`src/design/rfvc_pkg.sv`:
```
// Shared constants and types for the ring FIFO with value count.
// Used by the controller, the output stage, the top level and the checker.
package rfvc_pkg;

  localparam int DEPTH_DEFAULT = 16;
  localparam int DATA_W        = 32;

  // Operation codes carried on s_tuser.
  localparam logic [1:0] MODE_PUSH  = 2'd0;
  localparam logic [1:0] MODE_POP   = 2'd1;
  localparam logic [1:0] MODE_COUNT = 2'd2;

  // Result status codes carried on m_tuser.
  localparam logic [1:0] ST_OK    = 2'd0;
  localparam logic [1:0] ST_FULL  = 2'd1;
  localparam logic [1:0] ST_EMPTY = 2'd2;

  // Packed so that status sits in the lowest bits, then full, then empty.
  typedef struct packed {
    logic       empty_flag;
    logic       full_flag;
    logic [1:0] status;
  } flags_t;

  typedef struct packed {
    logic signed [DATA_W-1:0] data;
    flags_t                   flags;
  } res_t;

endpackage

```
`src/design/rfvc_mem.sv`:
```
// Slot storage: one write port and one read port, read data registered.
// Depends on nothing but its DEPTH and width parameters.
module rfvc_mem #(
  parameter int DEPTH  = 16,
  parameter int DATA_W = 32,
  localparam int AW    = $clog2(DEPTH)
) (
  input  logic              clk,
  input  logic              we,
  input  logic [AW-1:0]     waddr,
  input  logic [DATA_W-1:0] wdata,
  input  logic              re,
  input  logic [AW-1:0]     raddr,
  output logic [DATA_W-1:0] rdata
);

  logic [DATA_W-1:0] mem [DEPTH];

  always_ff @(posedge clk) begin
    if (we) begin
      mem[waddr] <= wdata;
    end
  end

  always_ff @(posedge clk) begin
    if (re) begin
      rdata <= mem[raddr];
    end
  end

endmodule

```
`src/design/rfvc_ctrl.sv`:
```
// Sequencer: head and occupancy registers, push/pop control and the match scan.
// Uses rfvc_pkg for codes and the result type; drives the slot memory ports.
module rfvc_ctrl #(
  parameter int DEPTH = 16,
  localparam int AW   = $clog2(DEPTH),
  localparam int OW   = $clog2(DEPTH + 1)
) (
  input  logic                       clk,
  input  logic                       rst,
  input  logic                       s_tvalid,
  output logic                       s_tready,
  input  logic [1:0]                 s_mode,
  input  logic signed [rfvc_pkg::DATA_W-1:0] s_value,
  input  logic                       out_free,
  output logic                       res_load,
  output rfvc_pkg::res_t             res,
  output logic                       mem_we,
  output logic [AW-1:0]              mem_waddr,
  output logic [rfvc_pkg::DATA_W-1:0] mem_wdata,
  output logic                       mem_re,
  output logic [AW-1:0]              mem_raddr,
  input  logic [rfvc_pkg::DATA_W-1:0] mem_rdata
);

  localparam int SW = OW + 1;
  localparam logic [AW-1:0] IDX_LAST = AW'(DEPTH - 1);
  localparam logic [OW-1:0] OCC_FULL = OW'(DEPTH);

  typedef enum logic [2:0] {
    S_IDLE = 3'b001,
    S_POP  = 3'b010,
    S_SCAN = 3'b100
  } state_t;

  state_t        state, state_next;
  logic [AW-1:0] head, head_next;
  logic [OW-1:0] occ, occ_next;
  logic [AW-1:0] ptr, ptr_next;
  logic [OW-1:0] left, left_next;
  logic [OW-1:0] cnt, cnt_next;
  logic [rfvc_pkg::DATA_W-1:0] key, key_next;

  logic          accept;
  logic          is_full, is_empty;
  logic [SW-1:0] tail_sum;
  logic [AW-1:0] tail;
  logic [OW-1:0] cnt_sum;

  function automatic logic [AW-1:0] wrap_inc(input logic [AW-1:0] idx);
    return (idx == IDX_LAST) ? '0 : idx + AW'(1);
  endfunction

  assign s_tready = (state == S_IDLE) && out_free;
  assign accept   = s_tvalid && s_tready;
  assign is_full  = (occ == OCC_FULL);
  assign is_empty = (occ == '0);

  // head + occupancy stays below twice the depth, so one subtract wraps it.
  assign tail_sum = SW'(head) + SW'(occ);
  assign tail     = (tail_sum >= SW'(DEPTH)) ? AW'(tail_sum - SW'(DEPTH)) : AW'(tail_sum);

  assign mem_waddr = tail;
  assign mem_wdata = s_value;
  assign cnt_sum   = cnt + OW'(mem_rdata == key);

  always_comb begin
    state_next = state;
    head_next  = head;
    occ_next   = occ;
    ptr_next   = ptr;
    left_next  = left;
    cnt_next   = cnt;
    key_next   = key;
    mem_we     = 1'b0;
    mem_re     = 1'b0;
    mem_raddr  = head;
    res_load   = 1'b0;
    res.data   = '0;
    res.flags.status = rfvc_pkg::ST_OK;
    case (state)
      S_IDLE: begin
        if (accept) begin
          case (s_mode)
            rfvc_pkg::MODE_PUSH: begin
              res_load = 1'b1;
              if (is_full) begin
                res.flags.status = rfvc_pkg::ST_FULL;
              end else begin
                mem_we   = 1'b1;
                occ_next = occ + OW'(1);
              end
            end
            rfvc_pkg::MODE_POP: begin
              if (is_empty) begin
                res_load         = 1'b1;
                res.data         = '1;
                res.flags.status = rfvc_pkg::ST_EMPTY;
              end else begin
                mem_re     = 1'b1;
                occ_next   = occ - OW'(1);
                // A drained queue restarts at slot zero.
                head_next  = (occ == OW'(1)) ? '0 : wrap_inc(head);
                state_next = S_POP;
              end
            end
            rfvc_pkg::MODE_COUNT: begin
              if (is_empty) begin
                res_load = 1'b1;
              end else begin
                mem_re     = 1'b1;
                ptr_next   = wrap_inc(head);
                left_next  = occ - OW'(1);
                cnt_next   = '0;
                key_next   = s_value;
                state_next = S_SCAN;
              end
            end
            default: begin
              res_load = 1'b1;
            end
          endcase
        end
      end
      S_POP: begin
        res_load   = 1'b1;
        res.data   = mem_rdata;
        state_next = S_IDLE;
      end
      S_SCAN: begin
        // Each cycle compares the word read last cycle and, while entries remain, issues the next read.
        if (left == '0) begin
          res_load   = 1'b1;
          res.data   = rfvc_pkg::DATA_W'(cnt_sum);
          state_next = S_IDLE;
        end else begin
          mem_re    = 1'b1;
          mem_raddr = ptr;
          ptr_next  = wrap_inc(ptr);
          left_next = left - OW'(1);
          cnt_next  = cnt_sum;
        end
      end
      default: begin
        state_next = S_IDLE;
      end
    endcase
    res.flags.full_flag  = (occ_next == OCC_FULL);
    res.flags.empty_flag = (occ_next == '0);
  end

  always_ff @(posedge clk) begin
    if (rst) begin
      state <= S_IDLE;
      head  <= '0;
      occ   <= '0;
    end else begin
      state <= state_next;
      head  <= head_next;
      occ   <= occ_next;
    end
  end

  always_ff @(posedge clk) begin
    ptr  <= ptr_next;
    left <= left_next;
    cnt  <= cnt_next;
    key  <= key_next;
  end

endmodule

```
`src/design/rfvc_out.sv`:
```
// Output register stage that holds one result item until the sink takes it.
// Uses rfvc_pkg for the result type.
module rfvc_out (
  input  logic                        clk,
  input  logic                        rst,
  input  logic                        load,
  input  rfvc_pkg::res_t              res_in,
  output logic                        free,
  output logic                        m_tvalid,
  input  logic                        m_tready,
  output logic [rfvc_pkg::DATA_W-1:0] m_tdata,
  output logic [3:0]                  m_tuser
);

  logic           valid, valid_next;
  rfvc_pkg::res_t res_q;

  assign free       = !valid || m_tready;
  assign valid_next = load ? 1'b1 : (m_tready ? 1'b0 : valid);

  always_ff @(posedge clk) begin
    if (rst) begin
      valid <= 1'b0;
    end else begin
      valid <= valid_next;
    end
  end

  always_ff @(posedge clk) begin
    if (load) begin
      res_q <= res_in;
    end
  end

  assign m_tvalid = valid;
  assign m_tdata  = res_q.data;
  assign m_tuser  = res_q.flags;

endmodule

```
`src/design/ring_fifo_with_value_count_top.sv`:
```
// Ring FIFO of signed 32-bit words with push, pop and match count operations.
// Instantiates rfvc_ctrl, rfvc_mem and rfvc_out; uses rfvc_pkg.
//
// Each input item carries an operation on s_tuser and a value on s_tdata and
// yields exactly one result item. Push, the unused code, and a pop or count on
// an empty queue finish in the accepting cycle; any other pop goes through a
// further state for the synchronous slot read, and a count scans the stored
// entries one per cycle through the single memory read port. No new item
// is taken while an operation is in progress; a finished result waits in an
// output register, and the next item is accepted as soon as that register is
// free or being drained. The slot memory needs no clearing after reset.
module ring_fifo_with_value_count_top #(
  parameter int DEPTH = rfvc_pkg::DEPTH_DEFAULT
) (
  input  logic        clk,
  input  logic        rst,
  input  logic        s_tvalid,
  output logic        s_tready,
  input  logic [31:0] s_tdata,   // [31:0] value
  input  logic [1:0]  s_tuser,   // [1:0] mode
  output logic        m_tvalid,
  input  logic        m_tready,
  output logic [31:0] m_tdata,   // [31:0] data
  output logic [3:0]  m_tuser    // [1:0] status, [2] full_flag, [3] empty_flag
);

  localparam int AW = $clog2(DEPTH);

  logic                        res_load;
  logic                        out_free;
  rfvc_pkg::res_t              res;
  logic                        mem_we, mem_re;
  logic [AW-1:0]               mem_waddr, mem_raddr;
  logic [rfvc_pkg::DATA_W-1:0] mem_wdata, mem_rdata;

  rfvc_ctrl #(.DEPTH(DEPTH)) u_ctrl (
    .clk       (clk),
    .rst       (rst),
    .s_tvalid  (s_tvalid),
    .s_tready  (s_tready),
    .s_mode    (s_tuser),
    .s_value   (s_tdata),
    .out_free  (out_free),
    .res_load  (res_load),
    .res       (res),
    .mem_we    (mem_we),
    .mem_waddr (mem_waddr),
    .mem_wdata (mem_wdata),
    .mem_re    (mem_re),
    .mem_raddr (mem_raddr),
    .mem_rdata (mem_rdata)
  );

  rfvc_mem #(.DEPTH(DEPTH), .DATA_W(rfvc_pkg::DATA_W)) u_mem (
    .clk   (clk),
    .we    (mem_we),
    .waddr (mem_waddr),
    .wdata (mem_wdata),
    .re    (mem_re),
    .raddr (mem_raddr),
    .rdata (mem_rdata)
  );

  rfvc_out u_out (
    .clk      (clk),
    .rst      (rst),
    .load     (res_load),
    .res_in   (res),
    .free     (out_free),
    .m_tvalid (m_tvalid),
    .m_tready (m_tready),
    .m_tdata  (m_tdata),
    .m_tuser  (m_tuser)
  );

endmodule

```
`config.mk`:
```
export PLATFORM = sky130hd
export DESIGN_NAME = ring_fifo_with_value_count_top
export DESIGN_NICKNAME = d
export VERILOG_FILES = /design/src/design/rfvc_pkg.sv /design/src/design/rfvc_mem.sv /design/src/design/rfvc_ctrl.sv /design/src/design/rfvc_out.sv /design/src/design/ring_fifo_with_value_count_top.sv
export SDC_FILE = /design/constraint.sdc
export NUM_CORES = 1
export LEC_CHECK = 0
export BUFFER_PORTS_ARGS = -buffer_cell sky130_fd_sc_hd__buf_2
export CAP_MARGIN = 20
export CORE_UTILIZATION = 40
export DETAILED_ROUTE_END_ITERATION = 10
export PLACE_DENSITY = 0.55
export SYNTH_ARGS = -nofsm -noshare
export SYNTH_HDL_FRONTEND = slang
export SYNTH_HIERARCHICAL = 1
export SYNTH_SLANG_ARGS = --single-unit
```
`constraint.sdc`:
```
create_clock -name clk -period 5.9 [get_ports clk]
set_input_delay 1.18 -clock clk [delete_from_list [all_inputs] [get_ports clk]]
set_output_delay 1.18 -clock clk [all_outputs]
set_load 0.01 [all_outputs]
```
==> Word-level counts from Yosys, hierarchy flattened <==
Memory sizes are Yosys's and may differ from the RTL's. A register that Yosys moved wholly into a read port is not among the register bits.
Cells that the tools add are included.
{ "classes": {"add_sub_neg": 8, "n_eq_ne": 19, "n_reduce_logical": 16, "muxes": 58, "n_bitwise": 1, "n_lt_le_gt_ge": 1} }
{ "op_table": {"columns": ["cell", "n"], "rows": [
  ["32-bit 2-to-1 mux", 3],
  ["32-bit one-hot mux with 3 select lines", 1],
  ["5-bit 2-to-1 mux", 13],
  ["4-bit 2-to-1 mux", 10],
  ["32-bit equality test", 1],
  ["5-bit one-hot mux with 2 select lines", 3],
  ["1-bit 2-to-1 mux", 17],
  ["5-bit zero test", 3],
  ["3-bit 2-to-1 mux", 4],
  ["3-bit one-hot mux with 2 select lines", 2],
  ["5-bit equality test, second input constant", 2],
  ["5-bit AND reduction", 2],
  ["5-bit by 1-bit subtractor with 5-bit output, second input constant", 2],
  ["3-bit != test, second input constant", 3],
  ["4-bit by 1-bit adder with 4-bit output, second input constant", 2],
  ["4-bit equality test, second input constant", 2],
  ["4-bit one-hot mux with 2 select lines", 1],
  ["4-bit AND reduction", 2],
  ["4-bit by 5-bit adder with 6-bit output", 1],
  ["6-bit by 5-bit >= comparator with 1-bit output, second input constant", 1],
  ["2-bit != test, second input constant", 3],
  ["5-bit by 1-bit adder with 5-bit output", 1],
  ["5-bit by 1-bit adder with 5-bit output, second input constant", 1],
  ["5-bit by 1-bit equality test with 1-bit output, second input constant", 1],
  ["other kinds (19)", 22]
]} }
{ "totals": {"n_memories": 1, "regBits": 95, "out_inout_bits": 38, "mem_bits_rw": 512, "inputBits": 38} }
{ "mem_list": {"columns": ["memory", "depth", "word_bits", "rd", "rd_clocked_by_memory_dff", "write_ports", "line", "rtl"], "rows": [
  ["u_mem.mem", 16, 32, 1, 1, 1, "rfvc_mem.sv:17", "logic [DATA_W-1:0] mem [DEPTH];"]
]} }

==> Longest topological paths before layout <==
{ "logic_depth": {"word_depth": 8, "ltp_mapped": 12, "depth_no_buf": 10} }

==> Cells and area by module <==
Netlist, hierarchy kept.
{ "by_module_without_submodules": {"columns": ["mod", "seq_area_each_um2", "n_inst", "area_each_um2", "cells_per_inst"], "rows": [
  ["rfvc_mem", 16335.7, 1, 20155.6, 838],
  ["rfvc_ctrl", 1621.6, 1, 3787.4, 387],
  ["rfvc_out", 1101.1, 1, 1127.3, 40]
]} }

==> Least setup slack after synthesis <==
OpenSTA, ideal clock, no wires.
{ "synth_timing": {"path_kind": "input to register", "from": "in s_tuser[1]", "to": "mem u_mem.mem[0][0], enable pin", "setup_ps": 461, "n_path_buf": 1, "slack_ps": 634, "path_stages": 7, "t_arrival_ps": 4805, "path_cell_list": "inv_1 -> ha_1 -> clkbuf_1 -> o211ai_1 -> nor2_1 -> or3b_2 -> nor3_1"} }
{ "synth_via": {"elab_chain_len": 6} }
{ "synth_rtl": {"columns": ["item", "line", "rtl"], "rows": [
  ["start: declaration", "ring_fifo_with_value_count_top.sv:20", "input logic [1:0] s_tuser,"],
  ["2-bit zero test", "rfvc_ctrl.sv:83", "case (s_mode)"],
  ["1-bit 2-to-1 mux", "rfvc_ctrl.sv:83", null],
  ["1-bit 2-to-1 mux", "rfvc_ctrl.sv:82", "if (accept) begin"],
  ["1-bit 2-to-1 mux", "rfvc_ctrl.sv:80", "case (state)"],
  ["via mem_we", "ring_fifo_with_value_count_top.sv:32", "logic mem_we, mem_re;"],
  ["1-bit 2-to-1 mux", "rfvc_mem.sv:20", "if (we) begin"],
  ["1-bit 2-to-1 mux (implied by the code)", "rfvc_mem.sv:21", "mem[waddr] <= wdata;"],
  ["end: declaration", "rfvc_mem.sv:17", null]
]} }
The timed path passes the listed nets, and every way through them passes these cells.

==> Worst setup path after layout <==
{ "layout_timing": {"from": "reg u_ctrl.state[2]", "to": "reg u_mem.rdata[14], read port of u_mem.mem, data pin"} }
{ "layout_via": {"word_cells_on_any_way": 7} }
{ "layout_rtl": {"columns": ["item", "line", "rtl"], "rows": [
  ["start: declaration", "rfvc_ctrl.sv:35", "state_t state, state_next;"],
  ["start signal: assignment", "rfvc_ctrl.sv:157", "state <= state_next;"],
  ["3-bit equality test", "rfvc_ctrl.sv:80", null],
  ["4-bit 2-to-1 mux", "rfvc_ctrl.sv:80", null],
  ["via mem_raddr[0]", "ring_fifo_with_value_count_top.sv:33", "logic [AW-1:0] mem_waddr, mem_raddr;"],
  ["end: declaration", "rfvc_mem.sv:14", "output logic [DATA_W-1:0] rdata"]
]} }
The timed path passes the listed nets, and every way through them passes these cells.
A chain may end at the register's enable or synchronous reset.

==> impl_metrics.toml <==
[synth]
yosys_warnings = 6
ys_seq_area_frac = 0.760
synth_fp_nets = 1319
synth_largest_area_cell = "edfxtp_1"
synth_edf_count = 626
ys_seq_elements = 639
synth_area_mm2 = 0.0251
synth_cells = 1265
yosysUniqueCellTypes = 63
syn_avg_cell_area_um2 = 19.8
ys_top_cells_by_area = "edfxtp_1 75%, mux4_2 11%, a22oi_1 1.9%, nand2_1 1.5%, xor2_1 1.3%"
synth_top_area_frac = 0.750
synth_ff_type = "edfxtp_1"
synthArstFlopShare = 0

[clock_network]
htree_levels = 3
cts_root_buf = "clkbuf_16"
cts_hold_buf = 0
post_cts_buffers = 0
clk_latency_ps = 600
cts_buffers = 68
clock-sinks = 639
cts_buffer_depth = 3
tritoncts = "done"
clkSlewWorstSetupHoldPaths_ps = 60
cts_resized = 0

[pwr]
combPwrFrac = 0.044
vdd_drop_max_uv = 208
switching_power_w = 0.00201
p_per_area_mw_per_mm2 = 333
pwr-share-seq = 0.535
clockPowerShare = 0.422
leakage_nw = 9.15
internal_power_w = 0.00752
p_sw_frac = 0.211

[floorplanning]
initial_utilization = 0.406
placeableCoreArea_mm2 = 0.0618
io_pins = 76
die_area_mm2 = 0.0637
rows = 91
die_w_um = 252
die_height_um = 252

[sta]
hold_viol_final = 0
setup_viol = 0
hold_slack_ps = 489
finClkSkew_ps = 20.3
tightest_slew_ps = 1130
fin_crit_ps = 4170
relSlewSlack = 0.239
fin_crit_sh = 0.708
rsz0062_at_grt = "false"
finalSetupTns_ps = 0
timing.fmax_mhz = 240
drv_slew = 0

[global_routing]
grt-ovfl-total = 0
grt_max_degree = 56
grt_antenna_before_repair = 3
grt_use_total = 0.185
grt_pass1_wl_um = 85000
grt_pass1_vias = 12700

[finish]
final_common_cell = "edfxtp_1"
drive_above_1_share = 0.268
diodes = 0
finalNetCount = 1413
fin_area_mm2 = 0.0287
final_cell_mix = "626 x edfxtp_1, 128 x mux4_2, 103 x nand2_1"
area_growth_pct = 14.4
nFillCells = 5191

[drt]
wl_per_cell_um = 25.5
initialDrtViolationCount = 932
vias = 12100
drc_errors = 0
antenna_left = 0
drt_pass1_iterations = 5
wirelength_um = 57300
viasPerCell = 5.41

[setup_path]
path_cells = "or3b_2 > nor2_1 > mux2_8 > buf_12 > mux4_2 > a22oi_1 > nand2_1"
cp-end-kind = "flip-flop"
cp_slowest_cell = "mux2_8"
cp.depth = 7
critPathBufInv = 1
cp_top_family = "simple AND/OR/NAND/NOR gates"
ff2ff_path_depth = 7
worstPathArrival_ps = 4480
critical_path_class = "flip-flop to flip-flop"
cpPeakStageDelay_ps = 790
crit_fanout = 55
crit_required_ps = 6200
critPathLaunchType = "flip-flop"

[run_status]
run_status = "finished clean"

[place]
place.port_buffers = 75
hpwl_um = 34800
place_congestion = 0.810
dpl-instance-area_mm2 = 0.0266

[run]
maxCapViolations = 0

[min_path]
hold_class = "flip-flop to flip-flop"
min_path_cells = 2
==> power groups by stage <==
stage | clock (W) | sequential [W] | combinational [W]
floorplan | 0 | 0.00520 | 0.000252
global placement | 0 | 0.00519 | 0.000423
detailed placement | 0 | 0.00519 | 0.000426
CTS | 0.00412 | 0.00510 | 0.000427
global route | 0.00428 | 0.00510 | 0.000454
finish | 0.00402 | 0.00510 | 0.000416
==> metrics by stage <==
stage / util / worst slack (ps) / std cells / total power (W)
after global routing: 0.464 / 1470 / 2246 / 0.00983
after global placement: 0.428 / 1660 / 2121 / 0.00561
after CTS: 0.463 / 1690 / 2245 / 0.00964
after floorplan: - / 634 / 1265 / 0.00545
final: 0.464 / 1730 / 2246 / 0.00953
after detailed placement: 0.430 / 1570 / 2125 / 0.00562
==> cell usage after synthesis (12+ instances only) <==
master,instances
nor2_1,30
nand3_1,14
ha_1,15
buf_4,41
inv_1,16
dfxtp_1,13
clkbuf_1,27
a22oi_1,64
a21oi_1,13
mux4_2,128
edfxtp_1,626
o21ai_0,12
xor2_1,38
nand2_1,103
==> worst reg2reg max path, delay by kind of cell (launching register included) <==
family	cells	cell delay (ps)
AOI/OAI and AO/OA	1	330
buffers and inverters	1	400
DFF	1	420
muxes	2	1330
and+or+nand+nor	3	1410
==> final timing paths <==
path                                 startpoint               to  slack [ps]
worst max register to register  u_ctrl/state[2]  u_mem/rdata[14]        1730
worst min-delay path             u_out/m_tvalid   u_out/m_tvalid         490
worst min register to register   u_out/m_tvalid   u_out/m_tvalid         490
worst max-delay path            u_ctrl/state[2]  u_mem/rdata[14]        1730
==> layout make-up <==
cell class / count / area [µm²] / share of cell area
Multi-Input combinational cell: 520 / 5600 / 0.195
Tap cell: 837 / 1050 / 0.0365
Timing Repair Buffer: 114 / 806 / 0.0281
Clock inverter: 34 / 243 / 0.00847
Inverter: 16 / 60.1 / 0.00209
Clock buffer: 86 / 1850 / 0.0647
Sequential cell: 639 / 19100 / 0.665
==> flip-flops by register name, summed over array words and instances (netlist names) <==
signal / count
u_mem/mem: 512
u_ctrl/key: 32
u_mem/rdata: 32
u_out/m_tdata: 32
u_ctrl/cnt: 5
u_ctrl/left: 5
u_ctrl/occ: 5
u_ctrl/head: 4
u_ctrl/ptr: 4
u_out/m_tuser: 4
u_ctrl/state: 3
u_out/m_tvalid: 1
==> kinds of logic (layout without fill, tap and decap cells) <==
| logic type | count (synthesis) | after routing | synth area share |
|---|---|---|---|
| mux | 133 | 133 | 0.117 |
| fa+ha+maj | 16 | 16 | 0.00828 |
| flops | 639 | 639 | 0.760 |
| xor+xnor | 45 | 45 | 0.0157 |
| buf+inv | 106 | 250 | 0.0231 |
| compound gates | 118 | 118 | 0.0339 |
| simple gates | 208 | 208 | 0.0416 |
==> per-layer routing <==
metal  routed length, µm  global-route usage  up-vias  share of wire
li1                    -                   -     5299              -
met1               24400               0.249     6428           0.43
met2               28700               0.308      337           0.50
met3                3100              0.0337       79          0.054
met4                 997              0.0504        4          0.017
met5                  26                   0        -        0.00045
No activity file was read; power rests on OpenSTA's default activity.
